$ cat config.mk
export PLATFORM = sky130hd
export DESIGN_NAME = pdp_queue
export DESIGN_NICKNAME = d
export VERILOG_FILES = /design/src/hdl/pdp_pkg.sv /design/src/hdl/pdp_queue.sv
export VERILOG_INCLUDE_DIRS = /design/src /design/src/hdl
export SDC_FILE = /design/constraint.sdc
export NUM_CORES = 1
export LEC_CHECK = 0
export ABC_CLOCK_PERIOD_IN_PS = 1950
export CORE_ASPECT_RATIO = 1.5
export CORE_UTILIZATION = 60
export CTS_CLUSTER_DIAMETER = 100
export DETAILED_ROUTE_END_ITERATION = 7
export DONT_BUFFER_PORTS = 1
export HOLD_SLACK_MARGIN = 0.06
export PLACE_DENSITY = 0.73
export SLEW_MARGIN = 5
export SYNTH_ARGS = -nofsm -noshare
export SYNTH_HDL_FRONTEND = slang
export SYNTH_SLANG_ARGS = --single-unit
$ cat constraint.sdc
create_clock -name clk -period 1.95 [get_ports clk]
set_input_delay 0.39 -clock clk [delete_from_list [all_inputs] [get_ports clk]]
set_output_delay 0.39 -clock clk [all_outputs]
set_load 0.01 [all_outputs]
$ cat src/hdl/peak_detector_prominence_macros.svh
// ----------------------------------------------------------------------------
// peak detector assertion macros
// shared concurrent assertion forms, clocked on clk and quiet during rst
// ----------------------------------------------------------------------------
`ifndef PEAK_DETECTOR_PROMINENCE_MACROS_SVH
`define PEAK_DETECTOR_PROMINENCE_MACROS_SVH

// plain property checked at every edge outside reset
`define PDP_ASSERT(lbl, prop, msg) \
  lbl: assert property (@(posedge clk) disable iff (rst) (prop)) else $error(msg);

// condition in one cycle implies a consequence in the next
`define PDP_ASSERT_NEXT(lbl, ante, cons, msg) \
  lbl: assert property (@(posedge clk) disable iff (rst) (ante) |=> (cons)) else $error(msg);

`endif

$ cat src/hdl/pdp_pkg.sv
// ----------------------------------------------------------------------------
// pdp_pkg
// shared constants, register indexes and types of the peak detector
// ----------------------------------------------------------------------------
package pdp_pkg;

  localparam int STORE_DEPTH   = 1024;
  localparam int SAMPLE_BITS   = 16;
  localparam int ADDR_BITS     = $clog2(STORE_DEPTH);
  localparam int CNT_BITS      = $clog2(STORE_DEPTH + 1);
  localparam int POS_BITS      = 10;
  localparam int MODE_BITS     = 2;
  localparam int THR_BITS      = 16;
  localparam int PROM_BITS     = 16;
  localparam int LIMIT_BITS    = 7;
  localparam int PEAK_LIMIT    = 64;
  localparam int QUEUE_DEPTH   = 4;
  localparam int QPTR_BITS     = $clog2(QUEUE_DEPTH);
  localparam int CFG_IDX_BITS  = 2;
  localparam int CFG_DATA_BITS = 16;
  localparam int IN_DATA_BITS  = ((SAMPLE_BITS + 7) / 8) * 8;
  localparam int OUT_DATA_BITS = ((POS_BITS + SAMPLE_BITS + 7) / 8) * 8;
  localparam int DIFF_BITS     = SAMPLE_BITS + 1;
  localparam int CMP_BITS      = (DIFF_BITS > PROM_BITS) ? DIFF_BITS + 1 : PROM_BITS + 1;

  // detection modes, any other code runs as plain local maxima
  localparam logic [MODE_BITS-1:0] MODE_PLAIN      = 2'd0;
  localparam logic [MODE_BITS-1:0] MODE_THRESHOLD  = 2'd1;
  localparam logic [MODE_BITS-1:0] MODE_PROMINENCE = 2'd2;

  // register indexes
  localparam logic [CFG_IDX_BITS-1:0] REG_DETECT_MODE    = 2'd0;
  localparam logic [CFG_IDX_BITS-1:0] REG_PEAK_THRESHOLD = 2'd1;
  localparam logic [CFG_IDX_BITS-1:0] REG_MIN_PROMINENCE = 2'd2;
  localparam logic [CFG_IDX_BITS-1:0] REG_MAX_PEAKS      = 2'd3;

  typedef struct packed {
    logic [MODE_BITS-1:0]       mode;
    logic signed [THR_BITS-1:0] threshold;
    logic [PROM_BITS-1:0]       min_prom;
    logic [LIMIT_BITS-1:0]      max_peaks;
  } cfg_t;

  // one queue entry: a candidate peak or the end-of-record mark
  typedef struct packed {
    logic                          is_end;
    logic [ADDR_BITS-1:0]          idx;
    logic signed [SAMPLE_BITS-1:0] value;
  } qent_t;

  typedef struct packed {
    logic empty;
    logic full;
    logic room2;
  } qstat_t;

endpackage

$ cat src/hdl/pdp_queue.sv
// ----------------------------------------------------------------------------
// pdp_queue
// short fifo of candidate peaks between the scan front and the back end
// ----------------------------------------------------------------------------
`include "peak_detector_prominence_macros.svh"

module pdp_queue import pdp_pkg::*; (
  input  logic   clk,
  input  logic   rst,
  input  logic   push,
  input  qent_t  push_entry,
  input  logic   pop,
  output qent_t  head,
  output qstat_t stat
);

  qent_t                entries [QUEUE_DEPTH];
  logic [QPTR_BITS-1:0] wp;
  logic [QPTR_BITS-1:0] rp;
  logic [QPTR_BITS:0]   count;

  assign head       = entries[rp];
  assign stat.empty = (count == '0);
  assign stat.full  = (count == (QPTR_BITS+1)'(QUEUE_DEPTH));
  assign stat.room2 = (count <= (QPTR_BITS+1)'(QUEUE_DEPTH - 2));

  always_ff @(posedge clk) begin
    if (rst) begin
      wp    <= '0;
      rp    <= '0;
      count <= '0;
    end else begin
      if (push) begin
        wp <= wp + QPTR_BITS'(1);
      end
      if (pop) begin
        rp <= rp + QPTR_BITS'(1);
      end
      unique case ({push, pop})
        2'b10:   count <= count + (QPTR_BITS+1)'(1);
        2'b01:   count <= count - (QPTR_BITS+1)'(1);
        default: count <= count;
      endcase
    end
  end

  always_ff @(posedge clk) begin
    if (push) begin
      entries[wp] <= push_entry;
    end
  end

  `PDP_ASSERT(a_no_overflow, !(push && stat.full), "pdp_queue: push into full queue")
  `PDP_ASSERT(a_no_underflow, !(pop && stat.empty), "pdp_queue: pop from empty queue")
  `PDP_ASSERT_NEXT(a_push_fills, push && !pop, !stat.empty, "pdp_queue: push lost")

endmodule

# --- Yosys cells after proc, flatten, opt, wreduce, memory -nomap -nowiden ---
# Memories as Yosys holds them, arrays and structs flattened. A register that Yosys moved wholly into a read port is not among the register bits.
# Index checks and enable logic that the tools add are counted.
op_classes:
  add_sub_neg: 4
  n_mul: 0
  div: 0
  n_lt_le_gt_ge: 1
  n_eq_ne: 3
  n_shift: 0
  n_mux: 5
  bitwise: 0
  reduce_logical: 2
op_table:
  columns: ["cell", "count"]
  rows:
  - ["$pmux 3 s2", 1]
  - ["$add 2x1->2 const B", 2]
  - ["$mux 2", 2]
  - ["$add 3x1->3 const B", 1]
  - ["$eq 3x3->1 const B", 1]
  - ["$le 3x2->1 const B", 1]
  - ["$logic_not 3->1", 1]
  - ["$sub 3x1->3 const B", 1]
  - ["$eq 2x1->1 const B", 1]
  - ["$eq 2x2->1 const B", 1]
  - ["$mux 1", 2]
  - ["$reduce_bool 2->1", 1]
word_totals:
  ff_bits: 7
  latchBits: 0
  ram_bits: 108
  mem_bits_ro: 0
  in_bits: 31
  output_inout_bits: 30
  word_cells: 19
  n_memories: 1
mem_list:
  columns: ["name", "words", "width", "rd", "rd_clocked_by_memory_dff", "write_ports", "line", "text"]
  rows:
  - ["entries", 4, 27, 1, 1, 1, "pdp_queue.sv:17", "qent_t entries [QUEUE_DEPTH];"]

# --- Depth between registers and ports, before layout ---
logic_depth:
  depth_word: 3
  ltp_mapped: 7
  mapped_depth_nobuf: 7

# --- Least setup slack after synthesis ---
# OpenSTA, ideal clock, no wires.
synth_path:
  path_kind: "input to register"
  start: "in push"
  end: "reg count[2]"
  setup_time_ns: 0.070
  arrival_time_ns: 1.569
  required_time_ns: 1.880
  slack_ns: 0.311
  path_stages: 7
  n_path_buf: 0
  cell_sequence: "inv_1 > ha_1 > inv_1 > fa_1 > xor2_1 > or3_1 > a21oi_1"
synth_between:
  elab_chain_cells: 2
synth_rtl:
  columns: ["element", "line", "text"]
  rows:
  - ["start: declaration", "pdp_queue.sv:10", "input logic push,"]
  - ["$eq 2x1->1 / $eq 2x2->1 (equally long branches)", "pdp_queue.sv:39", "unique case ({push, pop})"]
  - ["$pmux 3 s2 / $reduce_bool 2->1 (equally long branches)", null, null]
  - ["end signal: assignment", "pdp_queue.sv:40", "2'b10: count <= count + (QPTR_BITS+1)'(1);"]
  - ["end signal: assignment", "pdp_queue.sv:41", "2'b01: count <= count - (QPTR_BITS+1)'(1);"]
  - ["end signal: assignment", "pdp_queue.sv:42", "default: count <= count;"]
  - ["end: declaration", "pdp_queue.sv:20", "logic [QPTR_BITS:0] count;"]
# Parallel ways exist; a longest one is shown, timed or not.
# A chain may end at the register's enable or synchronous reset.

==> metrics.log <==
INFO  metric nature_of_the_critical_path_startpoint = register
INFO  metric crit_arrival = 1670 ps
INFO  metric slew-limit-headroom = 72.7%
INFO  metric ir_worst_vdd = roughly 1.1 mV
INFO  metric sw_frac_of_total = 21.0%
INFO  metric cts_buffers = 17
INFO  metric max-cap-violations = 0
INFO  metric grt_setup_unrepaired = yes
INFO  metric netlist.area_leader.share = 74.0%
INFO  metric yosys_register_bits = 117
INFO  metric drv_slew = 0
INFO  metric syn-cell-area = 4380 sq um
INFO  metric viasPerCell = slightly below 6
INFO  metric syn-instance-count = 189
INFO  metric timing.critical_path.to_type = output pin
INFO  metric ys_flop_type = sky130_fd_sc_hd__edfxtp_1
INFO  metric total_switching_power = 1.26 mW
INFO  metric h_tree_depth = 4
INFO  metric io-pin-count = around 60
INFO  metric power.internal = 4.77 mW
INFO  metric place.gp.congestion = 0.662
INFO  metric cellPowerDensity = 1140 nW/um^2
INFO  metric syn_area_per_cell = about 23 sq um
INFO  metric cts_tree = done
INFO  metric synth_most_common_cell = sky130_fd_sc_hd__edfxtp_1
INFO  metric final.hold.worst_slack = between 150 and 200 ps
INFO  metric setup_viol_count_final = 27
INFO  metric fp.dieH = 107 um
INFO  metric asyncSetResetFlopFracSynth = 0%
INFO  metric route.antenna.remaining_nets = 0
INFO  metric violations = negative setup slack
INFO  metric fillerInstances = 376
INFO  metric timing_worst_setup_path_type = register to output pin
INFO  metric postSynthNetCount = 226
INFO  metric yosysWarnings = 0
INFO  metric worstPathCellList = buf_12 > mux4_2
INFO  metric initial_core_util = a little over three fifths
INFO  metric clock-skew-final = 3.82 ps
INFO  metric vias_in_the_first_global_route = 2153
INFO  metric ratio_of_final_minimum_period_to_clock_period = 105%
INFO  metric cts_root_buf = sky130_fd_sc_hd__clkbuf_8
INFO  metric max_freq = 486 MHz
INFO  metric placement_rows = 37
INFO  metric leakage_power_summed_over_all_cells = 1.77 nW
INFO  metric leftover_overflow_at_the_end_of_global_routing = 0
INFO  metric worst_path_largest_cell_delay = roughly 570 ps
INFO  metric timing.critical_path.slowest_stage_cell = sky130_fd_sc_hd__mux4_2
INFO  metric grt_start_max_net_pins = 28
INFO  metric detailedPlace.worstSlack = 223 ps
INFO  metric die_area = 7660 sq um
INFO  metric clkLatencyLatePin = 510 ps
INFO  metric finalNetCount = 277
INFO  metric number_of_antenna_violations_at_the_first_check_in_global_routing = 0
INFO  metric seq_power_share = approximately half
INFO  metric num_antenna_cells = 0
INFO  metric count_of_buffers_inserted_at_the_top_level_ports = 0
INFO  metric detailedRoute.firstIterationViolations = 112
INFO  metric synth_largest_area_cell = sky130_fd_sc_hd__edfxtp_1
INFO  metric worst_setup_hold_path_clk_slew = 50 ps
INFO  metric grt_first_pass_wirelength = 11.7 mm
INFO  metric final_core_util = ~76%
INFO  metric synthToLayoutAreaGrowth = 20.8%
INFO  metric ys_top_cells_by_area = sky130_fd_sc_hd__edfxtp_1 74%, sky130_fd_sc_hd__mux4_2 10%, sky130_fd_sc_hd__mux4_1 4.2%
INFO  metric worst_slew_pin_slew = 410 ps
INFO  metric numClockSinks = ~120
INFO  metric synth.distinct_cells = 22
INFO  metric finalWorstSetupSlack = -107 ps
INFO  metric source_of_the_worst_register_to_register_timing_path = count[0]
INFO  metric cts_setup_buffers = 0
INFO  metric clock_tree.buffer_depth = 2
INFO  metric multi_input_gate_area = 841 sq um
INFO  metric regArea = 3430 sq um
INFO  metric synth_edf_count = ~110
INFO  metric route.vias.total = 1958
INFO  metric hold_start = pop
INFO  metric fin_total_pwr = 6.03 mW
INFO  metric firstDrtPassIters = 6
INFO  metric fin_crit = 2060 ps
INFO  metric drive_gt1_share = a little under a quarter
INFO  metric outcome = finished with violations
INFO  metric hold_path.class = input port to register
INFO  metric hold_viol_final = 0
INFO  metric die_w = 71.8 um
INFO  metric part_of_the_power_in_the_clock_network = 42.8%
INFO  metric cp_data_required_time = 1560 ps
INFO  metric drc = 0
INFO  metric worstPathMaxFanout = 9
INFO  metric register_area_share_after_synthesis = roughly 80%
INFO  metric track_usage = 22.8%
INFO  metric ys_top_cells_by_count = 108 x sky130_fd_sc_hd__edfxtp_1, 20 x sky130_fd_sc_hd__mux4_2, 9 x sky130_fd_sc_hd__dfxtp_1, 8 x sky130_fd_sc_hd__nor2_1, 7 x sky130_fd_sc_hd__mux4_1
INFO  metric routed_wl = 7.44 mm
INFO  metric core = 6940 sq um
INFO  metric combinationalPowerShare = under 10%
INFO  metric avgRoutedWirePerCell = 22.6 um
logic make-up after synthesis:
family	Yosys count	share of synthesized area, %
XOR/XNOR	5	0.999
AO/OA/AOI/OAI	4	0.457
multiplexers	28	14.7
adder cells (fa/ha/maj)	6	1.88
buffers and inverters	13	2.11
AND/OR/NAND/NOR	16	1.74
flip-flops	117	78.1
sequential cells by signal, indices dropped and copies added (netlist names), named ones only:
name     flops
wp           2
rp           2
entries    108
count        3
power by group through the flow:
stage | Sequential, mW | Combinational (mW) | Clock [mW]
floorplan | 2.96 | 0.356 | 0
global placement | 2.96 | 0.411 | 0
detailed placement | 2.97 | 0.424 | 0
CTS | 2.93 | 0.526 | 2.62
global route | 2.94 | 0.558 | 2.76
finish | 2.93 | 0.517 | 2.58
per-stage QoR:
step,instances,area (sq um),setup TNS (ps)
2_1_floorplan,189,4380,0
3_3_place_gp,268,4480,0
3_5_place_dp,268,4480,0
4_1_cts,330,5300,-3020
5_1_grt,330,5300,-3820
6_report,330,5300,-2210
layout by cell type (no fill, tap or decap), types with 2 or more instances in the layout:
cell / synthesis / final
sky130_fd_sc_hd__edfxtp_1: 108 / 108
sky130_fd_sc_hd__dlygate4sd3_1: 0 / 30
sky130_fd_sc_hd__mux4_2: 20 / 27
sky130_fd_sc_hd__clkbuf_16: 0 / 16
sky130_fd_sc_hd__nor2_1: 8 / 8
sky130_fd_sc_hd__dfxtp_1: 9 / 8
sky130_fd_sc_hd__inv_1: 6 / 6
sky130_fd_sc_hd__clkinv_1: 0 / 6
sky130_fd_sc_hd__buf_4: 0 / 6
sky130_fd_sc_hd__ha_1: 5 / 5
sky130_fd_sc_hd__clkbuf_1: 1 / 5
sky130_fd_sc_hd__and2_1: 4 / 4
sky130_fd_sc_hd__a21oi_1: 3 / 3
sky130_fd_sc_hd__xor2_1: 3 / 3
sky130_fd_sc_hd__xnor2_1: 2 / 2
sky130_fd_sc_hd__clkinv_2: 0 / 2
sky130_fd_sc_hd__buf_12: 2 / 2
critical path, delay by kind of cell (launching register included):
kind | cells | cell delay (ps)
flops | 1 | 420
buf+inv | 1 | 160
mux | 1 | 570
metal layers:
metal  share of wire [%]  track usage [%]  vias up
met2                  56             37.9       55
met1                  37             25.1     1015
met3                 5.2             9.21       15
met5                   0                0        -
li1                    -                -      873
met4                 1.9             11.3        0
final cells by class:
| cell class | count | share of cell area [%] |
|---|---|---|
| Clock buffer | 22 | 8.17 |
| Clock inverter | 9 | 1.18 |
| Inverter | 6 | 0.425 |
| Multi-Input combinational cell | 59 | 15.9 |
| Sequential cell | 117 | 64.7 |
| Tap cell | 78 | 1.84 |
| Timing Repair Buffer | 39 | 7.80 |
path summary, 6_finish.rpt:
path               to  slack [ps]  cells past startpoint
min             rp[1]         170                      3
max          head[23]        -110                      2
max reg2reg  count[2]         330                      5
min reg2reg     rp[0]         540                      2
repair_timing:
action                     4_1_cts  5_1_grt
cloned                           1        0
resized for setup               12        0
hold buffers                    30        0
hold endpoints to repair       117        0
setup endpoints to repair       27       27
Note: power is estimated with default switching activity, not from simulation.
