File: src/hdl/peak_detector_prominence_macros.svh
// ----------------------------------------------------------------------------
// peak detector assertion macros
// shared concurrent assertion forms, clocked on clk and quiet during rst
// ----------------------------------------------------------------------------
`ifndef PEAK_DETECTOR_PROMINENCE_MACROS_SVH
`define PEAK_DETECTOR_PROMINENCE_MACROS_SVH

// plain property checked at every edge outside reset
`define PDP_ASSERT(lbl, prop, msg) \
  lbl: assert property (@(posedge clk) disable iff (rst) (prop)) else $error(msg);

// condition in one cycle implies a consequence in the next
`define PDP_ASSERT_NEXT(lbl, ante, cons, msg) \
  lbl: assert property (@(posedge clk) disable iff (rst) (ante) |=> (cons)) else $error(msg);

`endif

File: src/hdl/pdp_pkg.sv
// ----------------------------------------------------------------------------
// pdp_pkg
// shared constants, register indexes and types of the peak detector
// ----------------------------------------------------------------------------
package pdp_pkg;

  localparam int STORE_DEPTH   = 1024;
  localparam int SAMPLE_BITS   = 16;
  localparam int ADDR_BITS     = $clog2(STORE_DEPTH);
  localparam int CNT_BITS      = $clog2(STORE_DEPTH + 1);
  localparam int POS_BITS      = 10;
  localparam int MODE_BITS     = 2;
  localparam int THR_BITS      = 16;
  localparam int PROM_BITS     = 16;
  localparam int LIMIT_BITS    = 7;
  localparam int PEAK_LIMIT    = 64;
  localparam int QUEUE_DEPTH   = 4;
  localparam int QPTR_BITS     = $clog2(QUEUE_DEPTH);
  localparam int CFG_IDX_BITS  = 2;
  localparam int CFG_DATA_BITS = 16;
  localparam int IN_DATA_BITS  = ((SAMPLE_BITS + 7) / 8) * 8;
  localparam int OUT_DATA_BITS = ((POS_BITS + SAMPLE_BITS + 7) / 8) * 8;
  localparam int DIFF_BITS     = SAMPLE_BITS + 1;
  localparam int CMP_BITS      = (DIFF_BITS > PROM_BITS) ? DIFF_BITS + 1 : PROM_BITS + 1;

  // detection modes, any other code runs as plain local maxima
  localparam logic [MODE_BITS-1:0] MODE_PLAIN      = 2'd0;
  localparam logic [MODE_BITS-1:0] MODE_THRESHOLD  = 2'd1;
  localparam logic [MODE_BITS-1:0] MODE_PROMINENCE = 2'd2;

  // register indexes
  localparam logic [CFG_IDX_BITS-1:0] REG_DETECT_MODE    = 2'd0;
  localparam logic [CFG_IDX_BITS-1:0] REG_PEAK_THRESHOLD = 2'd1;
  localparam logic [CFG_IDX_BITS-1:0] REG_MIN_PROMINENCE = 2'd2;
  localparam logic [CFG_IDX_BITS-1:0] REG_MAX_PEAKS      = 2'd3;

  typedef struct packed {
    logic [MODE_BITS-1:0]       mode;
    logic signed [THR_BITS-1:0] threshold;
    logic [PROM_BITS-1:0]       min_prom;
    logic [LIMIT_BITS-1:0]      max_peaks;
  } cfg_t;

  // one queue entry: a candidate peak or the end-of-record mark
  typedef struct packed {
    logic                          is_end;
    logic [ADDR_BITS-1:0]          idx;
    logic signed [SAMPLE_BITS-1:0] value;
  } qent_t;

  typedef struct packed {
    logic empty;
    logic full;
    logic room2;
  } qstat_t;

endpackage

File: src/hdl/pdp_back.sv
// ----------------------------------------------------------------------------
// pdp_back
// qualifies candidate peaks by prominence and delivers the results
// ----------------------------------------------------------------------------
`include "peak_detector_prominence_macros.svh"

module pdp_back import pdp_pkg::*; (
  input  logic                          clk,
  input  logic                          rst,
  input  cfg_t                          cfg,
  input  qent_t                         q_head,
  input  qstat_t                        q_stat,
  output logic                          q_pop,
  input  logic [CNT_BITS-1:0]           rec_count,
  output logic [ADDR_BITS-1:0]          rd_addr,
  input  logic signed [SAMPLE_BITS-1:0] rd_data,
  output logic                          rec_done,
  output logic                          out_valid,
  input  logic                          out_ready,
  output logic [POS_BITS-1:0]           out_pos,
  output logic signed [SAMPLE_BITS-1:0] out_level,
  output logic                          out_found,
  output logic                          out_final
);

  typedef enum logic [1:0] {B_IDLE, B_LEFT, B_RIGHT, B_EVAL} state_t;

  state_t                        state;
  logic [LIMIT_BITS-1:0]         cnt;
  logic                          pend_v;
  logic [ADDR_BITS-1:0]          pend_pos;
  logic signed [SAMPLE_BITS-1:0] pend_val;
  logic [ADDR_BITS-1:0]          cur_idx;
  logic signed [SAMPLE_BITS-1:0] cur_val;
  logic [ADDR_BITS-1:0]          ptr;
  logic                          more;
  logic                          dv;
  logic signed [SAMPLE_BITS-1:0] minv;
  logic signed [SAMPLE_BITS-1:0] lmin;
  logic signed [SAMPLE_BITS-1:0] rmin;

  logic [LIMIT_BITS-1:0]         lim;
  logic                          out_free;
  logic                          have;
  logic                          room;
  logic                          end_go;
  logic                          drop;
  logic                          start_prom;
  logic                          take_direct;
  logic                          take_eval;
  logic                          take;
  logic [ADDR_BITS-1:0]          take_pos;
  logic signed [SAMPLE_BITS-1:0] take_val;
  logic                          load_out;
  logic                          walking;
  logic                          issue;
  logic                          hi;
  logic                          side_end;
  logic signed [SAMPLE_BITS-1:0] minv_upd;
  logic                          last_r;
  logic [DIFF_BITS-1:0]          lp;
  logic [DIFF_BITS-1:0]          rp;
  logic [DIFF_BITS-1:0]          prom;
  logic                          qual;

  always_comb begin
    if (cfg.max_peaks == '0) begin
      lim = LIMIT_BITS'(1);
    end else if (cfg.max_peaks > LIMIT_BITS'(PEAK_LIMIT)) begin
      lim = LIMIT_BITS'(PEAK_LIMIT);
    end else begin
      lim = cfg.max_peaks;
    end
  end

  always_comb begin
    out_free    = !out_valid || out_ready;
    have        = (state == B_IDLE) && !q_stat.empty;
    // a new peak pushes the held one out, so the output must have room
    room        = !pend_v || out_free;
    end_go      = have && q_head.is_end && out_free;
    drop        = have && !q_head.is_end && (cnt >= lim);
    start_prom  = have && !q_head.is_end && (cnt < lim) && (cfg.mode == MODE_PROMINENCE);
    take_direct = have && !q_head.is_end && (cnt < lim) && (cfg.mode != MODE_PROMINENCE)
                  && room;
    take_eval   = (state == B_EVAL) && qual && room;
    take        = take_direct || take_eval;
    take_pos    = take_direct ? q_head.idx : cur_idx;
    take_val    = take_direct ? q_head.value : cur_val;
    q_pop       = end_go || drop || start_prom || take_direct;
    load_out    = end_go || (take && pend_v);
    rec_done    = end_go;

    walking  = (state == B_LEFT) || (state == B_RIGHT);
    issue    = walking && more;
    rd_addr  = ptr;
    hi       = dv && (rd_data > cur_val);
    minv_upd = (dv && (rd_data < minv)) ? rd_data : minv;
    side_end = hi || !more;
    last_r   = (CNT_BITS'(ptr) == rec_count - CNT_BITS'(1));

    lp   = {cur_val[SAMPLE_BITS-1], cur_val} - {lmin[SAMPLE_BITS-1], lmin};
    rp   = {cur_val[SAMPLE_BITS-1], cur_val} - {rmin[SAMPLE_BITS-1], rmin};
    prom = (lp < rp) ? lp : rp;
    qual = (CMP_BITS'(prom) >= CMP_BITS'(cfg.min_prom));
  end

  always_ff @(posedge clk) begin
    if (rst) begin
      state     <= B_IDLE;
      cnt       <= '0;
      pend_v    <= 1'b0;
      more      <= 1'b0;
      dv        <= 1'b0;
      out_valid <= 1'b0;
    end else begin
      dv <= issue && !hi;
      if (walking) begin
        minv <= minv_upd;
      end

      unique case (state)
        B_IDLE: begin
          if (start_prom) begin
            cur_idx <= q_head.idx;
            cur_val <= q_head.value;
            ptr     <= q_head.idx - ADDR_BITS'(1);
            more    <= 1'b1;
            minv    <= q_head.value;
            state   <= B_LEFT;
          end
        end
        B_LEFT: begin
          if (side_end) begin
            lmin  <= minv_upd;
            minv  <= cur_val;
            ptr   <= cur_idx + ADDR_BITS'(1);
            more  <= 1'b1;
            state <= B_RIGHT;
          end else if (issue) begin
            ptr  <= ptr - ADDR_BITS'(1);
            more <= (ptr != '0);
          end
        end
        B_RIGHT: begin
          if (side_end) begin
            rmin  <= minv_upd;
            more  <= 1'b0;
            state <= B_EVAL;
          end else if (issue) begin
            ptr  <= ptr + ADDR_BITS'(1);
            more <= !last_r;
          end
        end
        B_EVAL: begin
          if (!qual || take_eval) begin
            state <= B_IDLE;
          end
        end
        default: state <= B_IDLE;
      endcase

      if (take) begin
        pend_v   <= 1'b1;
        pend_pos <= take_pos;
        pend_val <= take_val;
        cnt      <= cnt + LIMIT_BITS'(1);
      end else if (end_go) begin
        pend_v <= 1'b0;
        cnt    <= '0;
      end

      if (load_out) begin
        out_valid <= 1'b1;
        out_pos   <= pend_v ? POS_BITS'(pend_pos) : '0;
        out_level <= pend_v ? pend_val : '0;
        out_found <= pend_v;
        out_final <= end_go;
      end else if (out_ready) begin
        out_valid <= 1'b0;
      end
    end
  end

  `PDP_ASSERT(a_cnt_bound, cnt <= LIMIT_BITS'(PEAK_LIMIT), "pdp_back: peak count past limit")
  `PDP_ASSERT(a_pend_counted, !pend_v || (cnt != '0), "pdp_back: held peak not counted")
  `PDP_ASSERT_NEXT(a_done_final, rec_done, out_valid && out_final, "pdp_back: record end lost")

endmodule

File: config.mk
export PLATFORM = sky130hd
export DESIGN_NAME = pdp_back
export DESIGN_NICKNAME = d
export VERILOG_FILES = /design/src/hdl/pdp_pkg.sv /design/src/hdl/pdp_back.sv
export VERILOG_INCLUDE_DIRS = /design/src /design/src/hdl
export SDC_FILE = /design/constraint.sdc
export NUM_CORES = 1
export LEC_CHECK = 0
export BUFFER_PORTS_ARGS = -buffer_cell sky130_fd_sc_hd__buf_4
export CORE_MARGIN = 5
export CORE_UTILIZATION = 40
export CTS_BUF_LIST = sky130_fd_sc_hd__clkbuf_4 sky130_fd_sc_hd__clkbuf_8
export DETAILED_ROUTE_END_ITERATION = 10
export GPL_TIMING_DRIVEN = 0
export HOLD_SLACK_MARGIN = 0.08
export SLEW_MARGIN = 30
export SYNTH_ARGS = -nofsm -noshare
export SYNTH_HDL_FRONTEND = slang
export SYNTH_SLANG_ARGS = --single-unit
File: constraint.sdc
create_clock -name clk -period 9.1 [get_ports clk]
set_input_delay 1.82 -clock clk [delete_from_list [all_inputs] [get_ports clk]]
set_output_delay 1.82 -clock clk [all_outputs]
set_load 0.02 [all_outputs]
**Yosys cells after proc, flatten, opt, wreduce, memory -nomap -nowiden**

Cells that the tools add are included.
Widths: inputs -> output; s select.

- Flip-flop bits (word level): 151
- Latch bits: 0
- Memory bits (writable): 0
- Memory bits (read-only): 0
- Input port bits: 101
- Output and inout bits: 41
- Word-level logic and storage cells: 129
- Memories: 0

- $add $sub $neg: 8
- Multiply operators: 0
- Div/mod/pow operators: 0
- $lt $le $gt $ge: 7
- Equality and inequality tests: 14
- Shift operators: 0
- Muxes and demuxes: 33
- Bitwise logic cells: 1
- Reduce and logical (&&, ||, !) cells: 48

Operator list:

| cell | count |
|---|---|
| $mux 16 | 5 |
| $mux 10 | 6 |
| $sub 16x16->17 | 2 |
| $pmux 16 s2 | 1 |
| $pmux 10 s3 | 1 |
| $mux 7 | 4 |
| $add 10x1->10 const B | 2 |
| $sub 10x1->10 const B | 2 |
| $ge 17x16->1 | 1 |
| $lt 17x17->1 | 1 |
| $mux 17 | 1 |
| $gt 16x16->1 | 1 |
| $logic_and 1x1->1 | 16 |
| $lt 16x16->1 | 1 |
| $ne 2x2->1 const B | 6 |
| $eq 10x11->1 | 1 |
| $sub 11x1->11 const B | 1 |
| $logic_or 1x1->1 | 10 |
| $reduce_bool 10->1 | 1 |
| $mux 1 | 9 |
| $reduce_and 3->1 | 3 |
| $logic_not 1->1 | 8 |
| $mux 2 | 4 |
| $pmux 2 s4 | 1 |
| other kinds (17) | 23 |

**Longest topological paths before layout**

- Word-level depth: 11
- Depth in mapped cells: 29
- Mapped depth without buffers: 27

**Worst setup path before layout**

No wires, ideal clock.

- Path kind: register -> register
- Start: reg cur_val[0]
- End: reg out_final (enable)
- Setup time: 425 ps
- Arrival: 6728 ps
- Data required time: 8675 ps
- Path slack: 1947 ps
- Stages on the path, launching flop included: 29
- Buffers on the path: 2
- Cell sequence: edfxtp_1 inv_1 ha_1 fa_1 nor2b_1 o31a_1 o2111ai_1 a21oi_1 o21ai_0 a21boi_0 o21a_1 nor2_1 ha_1 a21o_1 a211oi_1 a21bo_2 o221ai_2 clkbuf_1 nor2_1 a21o_1 ha_1 and4_1 o211ai_1 o211ai_1 a211oi_1 a41oi_1 o221ai_2 buf_2 o22ai_1

- Cells in the longest elaborated chain, start to end: 10
- Elaborated cells on any way between the ends: 11

Ends and longest elaborated chain:

| element | RTL line | RTL |
|---|---|---|
| start: declaration | pdp_back.sv:34 | `logic signed [SAMPLE_BITS-1:0] cur_val;` |
| start signal: assignment | pdp_back.sv:126 | `cur_val <= q_head.value;` |
| $sub 16x16->17 (on tied branches) | pdp_back.sv:102, pdp_back.sv:103 |  |
| $lt 17x17->1 | pdp_back.sv:104 | `prom = (lp < rp) ? lp : rp;` |
| $mux 17 (*) | pdp_back.sv:104 |  |
| $ge 17x16->1 (*) | pdp_back.sv:105 | `qual = (CMP_BITS'(prom) >= CMP_BITS'(cfg.min_prom));` |
| $logic_and 1x1->1 (*) (2 in series) | pdp_back.sv:86 | `take_eval = (state == B_EVAL) && qual && room;` |
| $logic_or 1x1->1 (*) | pdp_back.sv:87 | `take = take_direct \|\| take_eval;` |
| $logic_and 1x1->1 (*) | pdp_back.sv:91 | `load_out = end_go \|\| (take && pend_v);` |
| $logic_or 1x1->1 (*) | pdp_back.sv:91 |  |
| $reduce_and 2->1 (no line) (*) | - |  |
| end signal: assignment | pdp_back.sv:178 | `out_final <= end_go;` |
| end: declaration | pdp_back.sv:23 | `output logic out_final` |

Every way passes the cells marked *; elsewhere a longest branch is shown, timed or not.
A chain may end at the register's enable or synchronous reset.

**Final worst setup path**

- Start: reg cur_val[0]
- End: reg out_pos[8] (enable)

- Cells in the longest elaborated chain, start to end: 10
- Elaborated cells on any way between the ends: 11

Ends and longest elaborated chain:

| element | RTL line | RTL |
|---|---|---|
| $sub 16x16->17 (on tied branches) | pdp_back.sv:102, pdp_back.sv:103 |  |
| $lt 17x17->1 | pdp_back.sv:104 |  |
| $mux 17 (*) | pdp_back.sv:104 |  |
| $ge 17x16->1 (*) | pdp_back.sv:105 |  |
| $logic_and 1x1->1 (*) (2 in series) | pdp_back.sv:86 |  |
| $logic_or 1x1->1 (*) | pdp_back.sv:87 |  |
| $logic_and 1x1->1 (*) | pdp_back.sv:91 |  |
| $logic_or 1x1->1 (*) | pdp_back.sv:91 |  |
| $reduce_and 2->1 (no line) (*) | - |  |
| end signal: assignment | pdp_back.sv:175 | `out_pos <= pend_v ? POS_BITS'(pend_pos) : '0;` |
| end: declaration | pdp_back.sv:20 | `output logic [POS_BITS-1:0] out_pos,` |

Marked as above.

==> flow_summary.rst <==
.. list-table::
   :header-rows: 1

   * - Metric
     - Value
   * - Worst vdd rail ir drop
     - between 70 and 80 uV
   * - Count of nets after finishing
     - 1465
   * - Class of the most critical hold timing path
     - flip-flop to flip-flop
   * - Via count of the first global-routing pass
     - 8459
   * - Placer congestion estimate
     - around 0.88
   * - Mapped cell area
     - roughly 11000 um2
   * - FP Rows
     - 60
   * - Initial antenna violation count
     - 0
   * - Via count of the routed design
     - roughly 8400
   * - Horizontal die dimension
     - between 150 and 200 um
   * - Die Height
     - between 150 and 200 um
   * - Maximum fanout along the worst path
     - 11
   * - Clock latency on the worst-skew pair
     - roughly 460 ps
   * - Mapped Avg Cell Area
     - 9.73 um2
   * - Ports placed on the boundary
     - 142
   * - Worst Max-Slew Pin Slew
     - 945 ps
   * - Total Die Area
     - about 30000 um2
   * - Unrepaired setup endpoints after global routing
     - false
   * - Share of synthesized registers carrying an async set or reset
     - 0%
   * - TritonCTS clock tree
     - done
   * - Result of the run
     - complete, no violations
   * - Final sum of negative setup slack
     - 0 ps
   * - Required time worst endpoint
     - between 9000 and 10000 ps
   * - Fill count
     - about 2600
   * - Maximum number of pins on one net before global-route repair
     - 27
   * - Post-Syn Instances
     - between 1000 and 1500
   * - Number of buffers created by CTS
     - 17
   * - Power per unit of standard cell area
     - 205 nW/um2
   * - Final Max Tran Viols
     - 0
   * - Sequential share of the synthesized area
     - 41.1%
   * - Number of remaining DRC errors
     - 0
   * - Post-route antenna net violation count
     - 0
   * - Slowest cell on crit path
     - o221ai_2
   * - Beginning of the worst register-to-register path
     - cur_val[0]
   * - Count of buffers inserted at the top-level ports
     - approximately 120
   * - Worst Setup Slack post-DPL
     - between 1500 and 2000 ps
   * - CP arrival
     - about 7700 ps
   * - Signed area change from the synthesized netlist to the final layout
     - 17.4%
   * - Total chip power
     - 2.59 mW
   * - Max Clock Freq
     - between 100 and 150 MHz
   * - Wire length of the first global-routing pass
     - 45100 um
   * - GRT overflow
     - 0
   * - Area of the core
     - 26700 um2
   * - Worst clock skew on the final layout
     - ~16 ps
   * - Overall routing resource usage
     - a little under a fifth
   * - Synth Warn #
     - 0
   * - DRC marker count from the first detailed-route iteration
     - 440
   * - Per-cell routed wire length
     - about 18 um
   * - Capturing element type of the critical path
     - flip-flop
   * - Max-capacitance violation count
     - 0
   * - Final routed wirelength across all metal layers
     - around 28000 um
   * - Post-CTS Resized
     - 0
   * - Final-report setup violation count
     - 0
   * - Synthesis-stage register bit count
     - about 150
   * - Fraction of the cycle the final worst path needs
     - slightly above 80%
   * - Clock buffer depth
     - 2
   * - Hold buffer count at CTS
     - 0
   * - Launch point of the worst path
     - cur_val[0]
   * - CTS H-tree lvls
     - 4
   * - Net count after synthesis
     - 1318
   * - Initial cell density of the core
     - around two fifths
   * - Most repeated library cell on the critical path
     - ha_1
   * - Post-route setup slack
     - 1550 ps
   * - Clock sinks
     - 151
   * - Headroom to the max-slew limit
     - around 37%
   * - Crit start category
     - flip-flop
   * - Unique cell type count in the Yosys netlist
     - between 70 and 80
   * - Number of optimization iterations in the first detailed-route pass
     - 5
   * - Clk Tree Root Cell
     - clkbuf_8
   * - Post-layout util
     - about 47%
   * - HPWL Detailed
     - between 20000 and 25000 um
   * - Vias per std cell
     - approximately 5.3
   * - Min Tclk post-route
     - 7550 ps
   * - Number of hold-slack violations in the final timing report
     - 0
   * - Post-CTS setup repair buffer count
     - 0
   * - Inserted Diodes
     - 0
   * - Share of final-layout standard cells stronger than drive strength 1
     - ~15%
   * - Number of enable-type register cells in the synthesized netlist
     - between 100 and 150
   * - Worst path max stage delay
     - roughly 440 ps
   * - Number of placed cells counting well taps
     - 1571
   * - Type of the worst setup path
     - flip-flop to flip-flop
   * - Min-Delay Startpoint
     - pend_v
   * - Clock slew seen by the registers of the worst setup and hold paths
     - approximately 80 ps
   * - Number of standard cells in the layout, taps in and fillers out
     - ~1600
   * - Lkg Pwr
     - approximately 5.4 nW
   * - Commonest register cell after synthesis
     - edfxtp_1
==> kinds of logic (layout without fill, tap and decap cells) <==
group | count (synthesis) | after routing | synth area share [%]
AO/OA/AOI/OAI | 266 | 266 | 16.6
multiplexers | 29 | 29 | 2.73
AND/OR/NAND/NOR | 329 | 329 | 15.5
flip-flops | 151 | 151 | 41.1
adder cells (fa/ha/maj) | 115 | 115 | 13.6
XOR/XNOR | 66 | 66 | 5.39
buffers and inverters | 146 | 306 | 5.23
==> per-layer routing <==
| layer | vias to the layer above | wire length (um) | global-route usage [%] |
|---|---|---|---|
| li1 | 4305 | - | - |
| met1 | 3902 | 13200 | 25.5 |
| met2 | 211 | 13300 | 30.9 |
| met4 | 0 | 495 | 5.25 |
| met5 | - | 0 | 0 |
| met3 | 29 | 1420 | 2.68 |
==> power by group <==
part | leakage (nW) | internal [mW] | switching [mW]
Combinational | 3.81 | 0.422 | 0.658
Sequential | 1.38 | 0.901 | 0.0407
Clock | 0.210 | 0.303 | 0.261
==> registers in the layout, summed over array words and instances, names as in the netlist <==
name and flops:
pend_val 16, cur_idx 10, pend_v 1, lmin 16
cnt 7, cur_val 16, pend_pos 10, state 2
more 1, minv 16, rmin 16, out_valid 1
out_found 1, out_pos 10, out_level 16, rd_addr 10
dv 1, out_final 1
==> area by class of cell <==
type,instances,area [um2],share of cell area [%]
Tap cell,341,427,3.39
Sequential cell,151,4400,35.0
Buffer,38,155,1.23
Inverter,108,405,3.22
Clock inverter,13,179,1.42
Clock buffer,19,249,1.98
Multi-Input combinational cell,805,5790,46.0
Timing Repair Buffer,128,987,7.84
==> cells in the mapped netlist (25+ instances only) <==
| cell type | count | area share, % |
|---|---|---|
| a21oi_1 | 49 | 2.3 |
| and2_1 | 33 | 1.9 |
| clkbuf_1 | 32 | 1.1 |
| edfxtp_1 | 138 | 39 |
| ha_1 | 113 | 13 |
| inv_1 | 107 | 3.7 |
| mux2i_1 | 27 | 2.5 |
| nand2_1 | 109 | 3.8 |
| nor2_1 | 55 | 1.9 |
| o21ai_0 | 85 | 4.0 |
| xnor2_1 | 41 | 3.3 |
| xor2_1 | 25 | 2.0 |
==> worst max-delay path, delay by kind of cell, from the launching register on <==
kind                     cells  cell delay (ps)
adder cells (fa/ha/maj)      4             1290
buffers and inverters        5             1140
flip-flops                   1              420
AO/OA/AOI/OAI               17             3920
AND/OR/NAND/NOR              3              460
==> per-stage QoR <==
stage | cell area (um2) | hold slack (ps)
2_1_floorplan | 10700 | 428
3_3_place_gp | 12100 | 483
3_5_place_dp | 12200 | 487
4_1_cts | 12600 | 506
5_1_grt | 12600 | 526
6_report | 12600 | 487
==> final timing paths <==
path / slack [ps] / cells past startpoint / to
min reg2reg: 490 / 0 / out_found
max reg2reg: 1550 / 29 / out_pos[8]
max: 1550 / 29 / out_pos[8]
min: 490 / 0 / out_found
==> cells in the final DEF (no fill, tap or decap), types with 7 or more instances in the layout <==
cell,Yosys,final
edfxtp_1,138,138
buf_4,2,125
ha_1,113,113
nand2_1,109,109
inv_1,107,107
o21ai_0,85,85
nor2_1,55,54
a21oi_1,49,49
xnor2_1,41,41
clkbuf_1,32,32
and2_1,33,32
mux2i_1,27,27
xor2_1,25,25
nand3_1,23,23
nor3_1,20,20
a22oi_1,19,19
a21o_1,17,17
clkbuf_8,0,17
nor2b_1,14,14
o21a_1,13,13
dfxtp_1,13,13
and3_1,12,12
nand2b_1,11,11
nand4_1,10,10
a211oi_1,9,9
o211ai_1,8,8
a221oi_1,8,8
nor4_1,8,8
or2_2,7,7
Power figures use the tool's default switching activity.
